$ cat src/bsrf_pkg.sv
`timescale 1ns / 1ps

package bsrf_pkg;

    localparam int NUM_ROWS_DEF  = 1024;
    localparam int ROW_WORDS_DEF = 4;
    localparam int WORD_BITS_DEF = 64;

    localparam int CMD_W      = 2;
    localparam int ROW_IDX_W  = 10;
    localparam int WORD_IDX_W = 2;
    localparam int DATA_W     = 64;
    localparam int COUNT_W    = 11;

    typedef enum logic [CMD_W-1:0] {
        CMD_ROW_WRITE   = 2'd0,
        CMD_QUERY_WRITE = 2'd1,
        CMD_FILTER      = 2'd2
    } t_cmd;

    typedef struct packed {
        logic [CMD_W-1:0]      command;
        logic [ROW_IDX_W-1:0]  row_index;
        logic [WORD_IDX_W-1:0] word_index;
        logic [DATA_W-1:0]     word_data;
        logic                  last_in_list;
    } t_in_item;

    typedef struct packed {
        logic [ROW_IDX_W-1:0] tested_index;
        logic                 is_kept;
        logic                 list_done;
        logic [COUNT_W-1:0]   kept_count;
    } t_out_item;

    // one verdict handed to the kept counter
    typedef struct packed {
        logic update;
        logic kept;
        logic last;
    } t_tally_cmd;

endpackage

$ cat src/bsrf_tally.sv
`timescale 1ns / 1ps

module bsrf_tally #(
    parameter int NUM_ROWS = bsrf_pkg::NUM_ROWS_DEF
) (
    input  logic                         i_clk,
    input  logic                         i_rst_n,
    input  bsrf_pkg::t_tally_cmd         i_cmd,
    output logic [bsrf_pkg::COUNT_W-1:0] o_next_count
);
    import bsrf_pkg::*;

    localparam int CNT_W = $clog2(NUM_ROWS + 1);

    logic [CNT_W-1:0] r_count;
    logic [CNT_W-1:0] n_count;
    logic [CNT_W-1:0] count_inc;

    // saturates at the row count
    always_comb begin
        count_inc = r_count;
        if (i_cmd.kept && (r_count < CNT_W'(NUM_ROWS))) begin
            count_inc = r_count + 1'b1;
        end
    end

    always_comb begin
        n_count = r_count;
        if (i_cmd.update) begin
            n_count = i_cmd.last ? '0 : count_inc;
        end
    end

    always_ff @(posedge i_clk) begin
        if (!i_rst_n) begin
            r_count <= '0;
        end else begin
            r_count <= n_count;
        end
    end

    assign o_next_count = COUNT_W'(count_inc);

endmodule

$ cat config.mk
export PLATFORM = sky130hd
export DESIGN_NAME = bsrf_tally
export DESIGN_NICKNAME = d
export VERILOG_FILES = /design/src/bsrf_pkg.sv /design/src/bsrf_tally.sv
export SDC_FILE = /design/constraint.sdc
export NUM_CORES = 1
export LEC_CHECK = 0
export BUFFER_PORTS_ARGS = -buffer_cell sky130_fd_sc_hd__buf_2
export CAP_MARGIN = 5
export CORE_AREA = 2 2 42 44
export DETAILED_ROUTE_END_ITERATION = 7
export DIE_AREA = 0 0 44 46
export GPL_ROUTABILITY_DRIVEN = 0
export PLACE_DENSITY = 0.79
export SLEW_MARGIN = 20
export SYNTH_ARGS = -nofsm -noshare
export SYNTH_HDL_FRONTEND = slang
export SYNTH_SLANG_ARGS = --single-unit
$ cat constraint.sdc
create_clock -name i_clk -period 2.1 [get_ports i_clk]
set_input_delay 0.105 -clock i_clk [delete_from_list [all_inputs] [get_ports i_clk]]
set_output_delay 0.105 -clock i_clk [all_outputs]
set_load 0.05 [all_outputs]
==> summary.md, run 1 <==
| Metric | Value |
|---|---|
| Status | `complete, no violations` |
| Final period util | `90.5%` |
| RR Startpoint | `r_count[0]` |
| Power Total | `400 uW` |
| Period minus WS final | `1.90 ns` |
| RSZ-0062 raised after global routing | `no` |
| Critical Path AT | `1.80 ns` |
| Row count | `15` |
| Critical Path Max Stage Delay | `0.41 ns` |
| Crit path buf inv count | `1` |
| Max-slew violation count | `0` |
| # hold bufs at CTS | `0` |
| Setup crit end kind | `output port` |
| Initial DRC count | `23` |
| # IOs | `16` |
| CP delay by family, top | `simple AND/OR/NAND/NOR gates` |
| Yosys warning total | `0` |
| Slew headroom | `77.9%` |
| Root Driver | `clkbuf_4` |
| Vias in the first global route | `606` |
| Combinational power share | `10.9%` |
| Setup TNS | `0 ns` |
| R2R depth | `5` |
| Unique masters post-synth | `36` |
| First-pass GRT wire length | `2550 um` |
| Synth Area per Inst | `8.17 um^2` |
| Leak Pwr | `0.368 nW` |
| Final Setup Violations | `0` |
| Area Overhead vs Synth | `14.5%` |
| TritonCTS buffer count | `3` |
| Synth Register Bits | `11` |
| DR WL/cell | `13.6 um` |
| ANT cells | `0` |
| Cell taking the most area after synthesis | `dfxtp_1` |
| Via count | `692` |
| Aggregate global routing overflow | `0` |
| Worst R2R Setup Slack | `0.49 ns` |
| Top reg by flops | `r_count` |
| Sequential-to-total area share from yosys stat | `29.6%` |
| Sequential share of power | `52.7%` |
| Post-DP HPWL | `1220 um` |
| CP max FO | `9` |
| DIE AREA | `2020 um^2` |
| Clock tree buffer depth | `2` |
| Kind of critical path | `flip-flop to output port` |
| Slowest-stage cell, CP | `dfxtp_1` |
| Crit start category | `flip-flop` |
| Core area | `1610 um^2` |
| Port bufs | `15` |
| Worst setup path startpoint | `r_count[0]` |
| Initial Utilization | `46.0%` |
| Antenna violations before repair | `0` |
| ANT nets after route | `0` |
| Clk sinks | `11` |
| Worst-Skew Late Latency | `0.27 ns` |
| Die H | `46 um` |
| Largest regs | `r_count (11)` |
| Power per cell area | `470 nW/um^2` |
| Htree depth | `1` |
| Ys flop type | `dfxtp_1` |
| Core Util, Final | `52.7%` |
| EDFF count, synth | `0` |
| Switch Pwr | `103 uW` |
| Asr flop ratio synth | `0%` |
| Cells after Synth | `91` |
| Share of layout cells above drive strength 1 | `23.1%` |
| CTS tree | `done` |
| Netlist Area Pre-Place | `743 um^2` |
| Synthesized net count | `97` |
| Largest net degree at the start of global routing | `14` |
| Hold Vio Cnt, Final | `0` |
| First-pass DRT Iterations | `4` |
| Area share of the largest cell type after synthesis | `29.6%` |
| Fmax | `0.526 GHz` |
| Min-delay worst type | `input port to flip-flop` |
| Routed WL | `1640 um` |
| Switching share of power | `25.9%` |
| Max FFs per register | `11` |
| Area contributors post-synth | `dfxtp_1 (30%), xnor2_1 (8.2%), o21ai_0 (4.7%), nand2_1 (4.5%), a21boi_1 (4.0%)` |
| Clock Skew | `0.00551 ns` |
| Post-route DRC | `0` |
| IR drop worst, VDD | `0.000413 V` |
| Clock power frac | `36.4%` |
| R2r endpoint | `r_count[6]` |
| Clk slew on worst S/H paths | `0.07 ns` |
| Crit path depth | `5` |
| Filler cells | `159` |
| Worst Tran Pin Value | `0.331 ns` |
| Nets | `111` |
| Gr usage total | `17.1%` |
| Drt via density | `5.72` |
| WP data required | `2.00 ns` |
| Capture point of the worst path | `o_next_count[10]` |
| Die X | `44 um` |
| Max-cap violations | `0` |
| Int Power | `297 uW` |
| Hold_sp | `i_rst_n` |
| Crit-path cells | `ha_1 -> and3b_2 -> nand2_1 -> o41ai_4 -> clkbuf_4` |
-- cell usage after synthesis (all sizes together), types with 3 or more instances --
cell type / count
xnor2: 7
a21boi: 4
a21oi: 4
dfxtp: 11
a41oi: 3
inv: 4
or3: 4
nor2: 4
and3: 3
nand4: 3
nand2: 9
buf: 4
o21ai: 7
-- final cells by class --
| class | instances | area (um^2) | share of cell area [%] |
|---|---|---|---|
| Multi-Input combinational cell | 70 | 490 | 57.6 |
| Sequential cell | 11 | 220 | 25.9 |
| Clock buffer | 4 | 26.3 | 3.09 |
| Inverter | 4 | 15.0 | 1.76 |
| Timing Repair Buffer | 15 | 77.6 | 9.12 |
| Tap cell | 17 | 21.3 | 2.50 |
-- placed cells by master, fill, tap and decap left out, types with 2 or more instances in the layout --
master | netlist | routed
inv_1 | 4 | 4
xnor2_1 | 7 | 7
buf_2 | 3 | 14
a21oi_1 | 4 | 4
a41oi_1 | 3 | 3
and3_1 | 2 | 2
nand2_1 | 9 | 9
o21ai_0 | 7 | 7
or3_1 | 4 | 4
nor2_1 | 4 | 4
nor2b_1 | 2 | 2
clkbuf_4 | 0 | 4
a21boi_1 | 4 | 4
dfxtp_1 | 11 | 11
xor2_1 | 2 | 2
nand2b_1 | 2 | 2
nand4_1 | 2 | 2
-- cell families (layout without fill, tap and decap cells) --
family | count (synthesis) | after routing | share of synthesized area (%)
AND/OR/NAND/NOR | 35 | 35 | 27.4
AO/OA/AOI/OAI | 25 | 25 | 24.6
flip-flops | 11 | 11 | 29.6
buffers and inverters | 10 | 23 | 6.06
XOR/XNOR | 9 | 9 | 10.6
adder cells (fa/ha/maj) | 1 | 1 | 1.68
-- worst min-delay path by stage --
stage / end / slack (ns) / depth (start not counted)
6_report: r_count[3] / 0.19 / 2
4_1_cts: r_count[3] / 0.18 / 2
5_1_grt: r_count[9] / 0.19 / 2
2_1_floorplan: r_count[9] / 0.27 / 1
3_3_place_gp: r_count[3] / 0.46 / 2
3_5_place_dp: r_count[3] / 0.47 / 2
-- power by group through the flow --
stage	clock network [mW]	registers, mW	logic [mW]
final	0.146	0.211	0.0438
after global placement	0	0.215	0.0429
after detailed placement	0	0.216	0.0434
after floorplan	0	0.215	0.0304
after global routing	0.157	0.211	0.0473
after CTS	0.151	0.211	0.0438
-- metrics by stage --
| step | std cells | area [um^2] | hold WS (ns) | worst slack [ns] |
|---|---|---|---|---|
| 6_report | 121 | 851 | 0.191 | 0.199 |
| 5_1_grt | 121 | 851 | 0.188 | 0.0966 |
| 4_1_cts | 121 | 847 | 0.175 | 0.0628 |
| 3_5_place_dp | 117 | 821 | 0.466 | 0.370 |
| 3_3_place_gp | 117 | 821 | 0.462 | 0.436 |
| 2_1_floorplan | 91 | 754 | 0.267 | 0.187 |
-- per-layer routing --
metal	up-vias	GRT usage [%]	part of all wire, %
met1	318	21.0	48
met3	2	5.95	4.1
li1	359	-	-
met5	-	0	0
met2	13	27.9	47
met4	0	5.45	0.79
-- what timing repair did --
item | in CTS | in global routing
resized for setup | 0 | 2
endpoints found under the setup margin | 0 | 1
setup buffers | 0 | 0
Power figures use the tool's default switching activity.
==> run 2, diff against run 1 <==
--- a/config.mk
+++ b/config.mk
@@ -5,13 +5,15 @@
 export SDC_FILE = /design/constraint.sdc
 export NUM_CORES = 1
 export LEC_CHECK = 0
+export ABC_AREA = 1
 export BUFFER_PORTS_ARGS = -buffer_cell sky130_fd_sc_hd__buf_2
 export CAP_MARGIN = 5
-export CORE_AREA = 2 2 42 44
+export CORE_AREA = 2 2 40 42
+export CTS_BUF_LIST = sky130_fd_sc_hd__clkbuf_8
 export DETAILED_ROUTE_END_ITERATION = 7
-export DIE_AREA = 0 0 44 46
+export DIE_AREA = 0 0 42 44
 export GPL_ROUTABILITY_DRIVEN = 0
-export PLACE_DENSITY = 0.79
+export PLACE_DENSITY = 0.84
 export SLEW_MARGIN = 20
 export SYNTH_ARGS = -nofsm -noshare
 export SYNTH_HDL_FRONTEND = slang
==> summary.md, run 2 <==
| Metric | Value |
|---|---|
| Most frequent cells after synthesis | `nand2_1 (31), inv_1 (13), nand3_1 (12), dfxtp_1 (11), a21oi_1 (10)` |
| Min-delay worst type | `input port to flip-flop` |
| Filler cells | `140` |
| Ys flop type | `dfxtp_1` |
| TritonCTS buffer count | `3` |
| Max-cap violations | `0` |
| Initial DRC count | `6` |
| ANT nets after route | `0` |
| Period minus WS final | `1.82 ns` |
| Yosys warning total | `0` |
| Max FFs per register | `11` |
| Aggregate global routing overflow | `0` |
| Via count | `705` |
| Area Overhead vs Synth | `18.4%` |
| CP max FO | `6` |
| First-pass GRT wire length | `2530 um` |
| Clock power frac | `46.8%` |
| Area contributors post-synth | `dfxtp_1 (31%), nand2_1 (16%), nand3_1 (8.4%), a21oi_1 (7.0%), inv_1 (6.8%)` |
| Clk slew on worst S/H paths | `0.05 ns` |
| Final period util | `86.5%` |
| Synth Area per Inst | `6.75 um^2` |
| Switch Pwr | `121 uW` |
| Critical Path AT | `1.71 ns` |
| Row count | `14` |
| Most common cell after layout, fill and taps aside | `nand2_1` |
| IR drop worst, VDD | `0.000390 V` |
| Combinational power share | `8.2%` |
| Sequential share of power | `45.0%` |
| Commonest cells after routing, fill and taps aside | `nand2_1 (31), buf_2 (15), inv_1 (14)` |
| First-pass DRT Iterations | `4` |
| Share of layout cells above drive strength 1 | `23.6%` |
| Routed WL | `1530 um` |
| Max-slew violation count | `0` |
| Kind of critical path | `flip-flop to output port` |
| Power per cell area | `555 nW/um^2` |
| Antenna violations before repair | `0` |
| Largest net degree at the start of global routing | `12` |
| Clk sinks | `11` |
| WP data required | `2.00 ns` |
| Drt via density | `5.07` |
| Slew headroom | `76.4%` |
| Top reg by flops | `r_count` |
| Root Driver | `clkbuf_8` |
| Die H | `44 um` |
| # hold bufs at CTS | `0` |
| Cell taking the most area after synthesis | `dfxtp_1` |
| RSZ-0062 raised after global routing | `no` |
| Hold Vio Cnt, Final | `0` |
| Int Power | `349 uW` |
| Netlist Area Pre-Place | `716 um^2` |
| Asr flop ratio synth | `0%` |
| Setup TNS | `0 ns` |
| Setup crit end kind | `output port` |
| Port bufs | `15` |
| Core Util, Final | `59.7%` |
| DIE AREA | `1850 um^2` |
| ANT cells | `0` |
| Initial Utilization | `50.4%` |
| Area share of the largest cell type after synthesis | `30.8%` |
| CTS tree | `done` |
| # IOs | `16` |
| Gr usage total | `18.8%` |
| Crit start category | `flip-flop` |
| Htree depth | `1` |
| Vias in the first global route | `601` |
| Clock tree buffer depth | `2` |
| Leak Pwr | `0.409 nW` |
| Worst-Skew Late Latency | `0.25 ns` |
| Cells after Synth | `106` |
| Postcts setup bufs | `0` |
| Sequential-to-total area share from yosys stat | `30.8%` |
| Core area | `1420 um^2` |
| Unique masters post-synth | `23` |
| Clock Skew | `0.00227 ns` |
| Post-route DRC | `0` |
| EDFF count, synth | `0` |
| Nets | `130` |
| Synth Register Bits | `11` |
| Final Setup Violations | `0` |
| Most common cell in the netlist | `nand2_1` |
| Fmax | `0.550 GHz` |
| Post-DP HPWL | `1040 um` |
| DR WL/cell | `11.0 um` |
| Switching share of power | `25.7%` |
| Status | `complete, no violations` |
| Die X | `42 um` |
| Largest regs | `r_count (11)` |
| Post-cts resize count | `0` |
| Synthesized net count | `112` |
| Worst Tran Pin Value | `0.354 ns` |
==> run 2: cells by family (layout without fill, tap and decap cells) <==
logic type                 after synthesis  count (layout)  share of synthesized area, %
AOI/OAI and AO/OA                       13              13                          9.97
xor gates and xnor gates                 4               4                          6.99
adders and majority gates                1               1                          1.75
buffers and inverters                   18              35                          10.1
DFF                                     11              11                          30.8
and+or+nand+nor                         59              59                          40.4
==> run 2: path summary, 6_finish.rpt <==
check,from,to,slack (ns),cells past startpoint
max,r_count[0],o_next_count[8],0.28,7
min,i_rst_n,r_count[10],0.11,3
max reg2reg,r_count[0],r_count[8],0.73,7
min reg2reg,r_count[9],r_count[9],0.51,2
==> run 2: area by class of cell <==
class,count,area (um^2),share of cell area (%)
Clock buffer,3,41.3,4.87
Clock inverter,1,3.75,0.443
Inverter,15,56.3,6.65
Multi-Input combinational cell,77,423,49.9
Sequential cell,11,220,26.0
Tap cell,16,20.0,2.36
Timing Repair Buffer,16,82.6,9.75
==> run 2: power by group through the flow <==
stage	clock network, mW	logic, mW	registers, mW
5_1_grt	0.228	0.0424	0.212
3_3_place_gp	0	0.0388	0.216
2_1_floorplan	0	0.0265	0.216
6_report	0.220	0.0386	0.211
4_1_cts	0.220	0.0391	0.211
3_5_place_dp	0	0.0387	0.216
==> run 2: metal layers <==
metal / track usage, % / up-vias / wire, um
li1: - / 370 / -
met1: 21.2 / 311 / 666
met2: 31.9 / 19 / 742
met3: 5.00 / 5 / 79
met4: 11.6 / 0 / 38
met5: 0 / - / 0
==> run 2: through the flow <==
| step | hold WS [ns] | total power, mW | cell area [um^2] | cells | setup slack [ns] |
|---|---|---|---|---|---|
| 6_report | 0.111 | 0.470 | 847 | 139 | 0.283 |
| 5_1_grt | 0.164 | 0.482 | 847 | 139 | 0.151 |
| 4_1_cts | 0.115 | 0.470 | 847 | 139 | 0.289 |
| 3_5_place_dp | 0.369 | 0.255 | 802 | 135 | 0.559 |
| 3_3_place_gp | 0.369 | 0.254 | 802 | 135 | 0.606 |
| 2_1_floorplan | 0.243 | 0.242 | 716 | 106 | 0.236 |
==> run 2: critical path, stage by stage (launching register included) <==
cell,delay (ns)
dfxtp_1,0.41
ha_1,0.20
nand3_2,0.12
nor2_4,0.17
nand3_1,0.11
nand2_1,0.09
and2_1,0.11
buf_2,0.25
==> run 3, diff against run 2 <==
--- a/config.mk
+++ b/config.mk
@@ -6,14 +6,14 @@
 export NUM_CORES = 1
 export LEC_CHECK = 0
 export ABC_AREA = 1
-export BUFFER_PORTS_ARGS = -buffer_cell sky130_fd_sc_hd__buf_2
-export CAP_MARGIN = 5
-export CORE_AREA = 2 2 40 42
+export CAP_MARGIN = 25
+export CORE_AREA = 2 2 39 41
 export CTS_BUF_LIST = sky130_fd_sc_hd__clkbuf_8
 export DETAILED_ROUTE_END_ITERATION = 7
-export DIE_AREA = 0 0 42 44
+export DIE_AREA = 0 0 41 43
+export DONT_BUFFER_PORTS = 1
 export GPL_ROUTABILITY_DRIVEN = 0
-export PLACE_DENSITY = 0.84
+export PLACE_DENSITY = 0.77
 export SLEW_MARGIN = 20
 export SYNTH_ARGS = -nofsm -noshare
 export SYNTH_HDL_FRONTEND = slang
==> summary.md, run 3 (synthesis results as in run 2) <==
| Metric | Value |
|---|---|
| Status | `complete, no violations` |
| Top reg by flops | `r_count` |
| Power per cell area | `571 nW/um^2` |
| # IOs | `16` |
| Worst-Skew Late Latency | `0.24 ns` |
| Share of layout cells above drive strength 1 | `15.3%` |
| RSZ-0062 raised after global routing | `no` |
| Postcts setup bufs | `0` |
| CTS tree | `done` |
| Slowest-stage cell, CP | `and2_1` |
| Post-DP HPWL | `1060 um` |
| Vias in the first global route | `595` |
| Final Setup Violations | `0` |
| DR WL/cell | `11.3 um` |
| RR Startpoint | `r_count[0]` |
| Max FFs per register | `11` |
| Worst setup path startpoint | `r_count[0]` |
| Critical Path AT | `1.74 ns` |
| Pre-CTS worst setup slack | `0.503 ns` |
| Drt via density | `5.27` |
| ANT cells | `0` |
| Row count | `14` |
| Power Total | `454 uW` |
| Capture point of the worst path | `o_next_count[8]` |
| Clk sinks | `11` |
| WHS | `0.00888 ns` |
| R2R depth | `5` |
| Antenna violations before repair | `0` |
| IR drop worst, VDD | `0.000343 V` |
| First-pass GRT wire length | `2460 um` |
| TritonCTS buffer count | `3` |
| Most common cell after layout, fill and taps aside | `nand2_1` |
| ANT nets after route | `0` |
| Nets | `118` |
| Slew headroom | `67.6%` |
| Routed WL | `1430 um` |
| First-pass DRT Iterations | `4` |
| Kind of critical path | `flip-flop to output port` |
| Via count | `669` |
| Commonest cells after routing, fill and taps aside | `nand2_1 (31), inv_1 (14), nand3_1 (12)` |
| # hold bufs at CTS | `0` |
| Final period util | `87.8%` |
| Core area | `1380 um^2` |
| Critical Path Max Stage Delay | `0.43 ns` |
| Worst Tran Pin Value | `0.486 ns` |
| Htree depth | `1` |
| Max-slew violation count | `0` |
| Initial Utilization | `51.7%` |
| Gr usage total | `20.9%` |
| R2r endpoint | `r_count[1]` |
| Root Driver | `clkbuf_8` |
| Leak Pwr | `0.350 nW` |
| Clock Skew | `0.00186 ns` |
| Largest net degree at the start of global routing | `12` |
| Port bufs | `0` |
| Post-route DRC | `0` |
| Initial DRC count | `15` |
| Fin worst setup slack | `0.257 ns` |
| Post-cts resize count | `0` |
| Fmax | `0.543 GHz` |
| WP data required | `2.00 ns` |
| Period minus WS final | `1.84 ns` |
| Aggregate global routing overflow | `0` |
| Die H | `43 um` |
| Largest regs | `r_count (11)` |
| Die X | `41 um` |
| Setup TNS | `0 ns` |
| Setup crit end kind | `output port` |
| DIE AREA | `1760 um^2` |
| Crit-path cells | `ha_1 -> nand3_2 -> nor2_4 -> nand3_1 -> nand2_1 -> and2_1` |
| Clk slew on worst S/H paths | `0.05 ns` |
| CP max FO | `6` |
| Max-cap violations | `0` |
| Clock tree buffer depth | `2` |
| Crit start category | `flip-flop` |
| Worst R2R Setup Slack | `0.72 ns` |
| Min-delay worst type | `input port to flip-flop` |
| Hold Vio Cnt, Final | `0` |
| Area Overhead vs Synth | `11.0%` |
==> run 3: routing by layer <==
layer	up-vias	global-route usage [%]	routed length, um
met5	-	0	0
met4	0	12.0	36
met3	5	6.28	86
met2	18	31.6	659
met1	301	24.8	651
li1	345	-	-
==> run 3: worst min path at each step <==
stage                        from     endpoint  slack, ns  depth (start not counted)
after floorplan           i_rst_n  r_count[10]       0.24                          2
after global placement    i_rst_n  r_count[10]       0.25                          2
after detailed placement  i_rst_n  r_count[10]       0.26                          2
after CTS                 i_rst_n  r_count[10]      0.003                          2
after global routing      i_rst_n  r_count[10]       0.04                          2
final                     i_rst_n  r_count[10]      0.009                          2
==> run 3: cell type report <==
cell class / count / area, um^2
repair buffers: 4 / 30.0
clock buffers: 3 / 41.3
multi-input cells: 77 / 423
flip-flops and latches: 11 / 220
inverters: 15 / 56.3
clock inverters: 1 / 3.75
fillers: 134 / 589
well taps: 16 / 20.0
==> run 3: per-stage QoR <==
step / area [um^2] / util, % / cells
detailed placement: 749 / 54.2 / 123
global route: 795 / 57.4 / 127
finish: 795 / 57.4 / 127
floorplan: 716 / - / 106
CTS: 795 / 57.4 / 127
global placement: 749 / 54.2 / 123
==> run 3: critical path: cells and delay by family (launching register included) <==
family,cells,cell delay (ns)
simple gates,5,0.89
flops,1,0.41
fa+ha+maj,1,0.19
==> run 3: power breakdown <==
part           switching (mW)  internal, mW
combinational          0.0264       0.00590
sequential            0.00143         0.210
clock                  0.0816         0.128
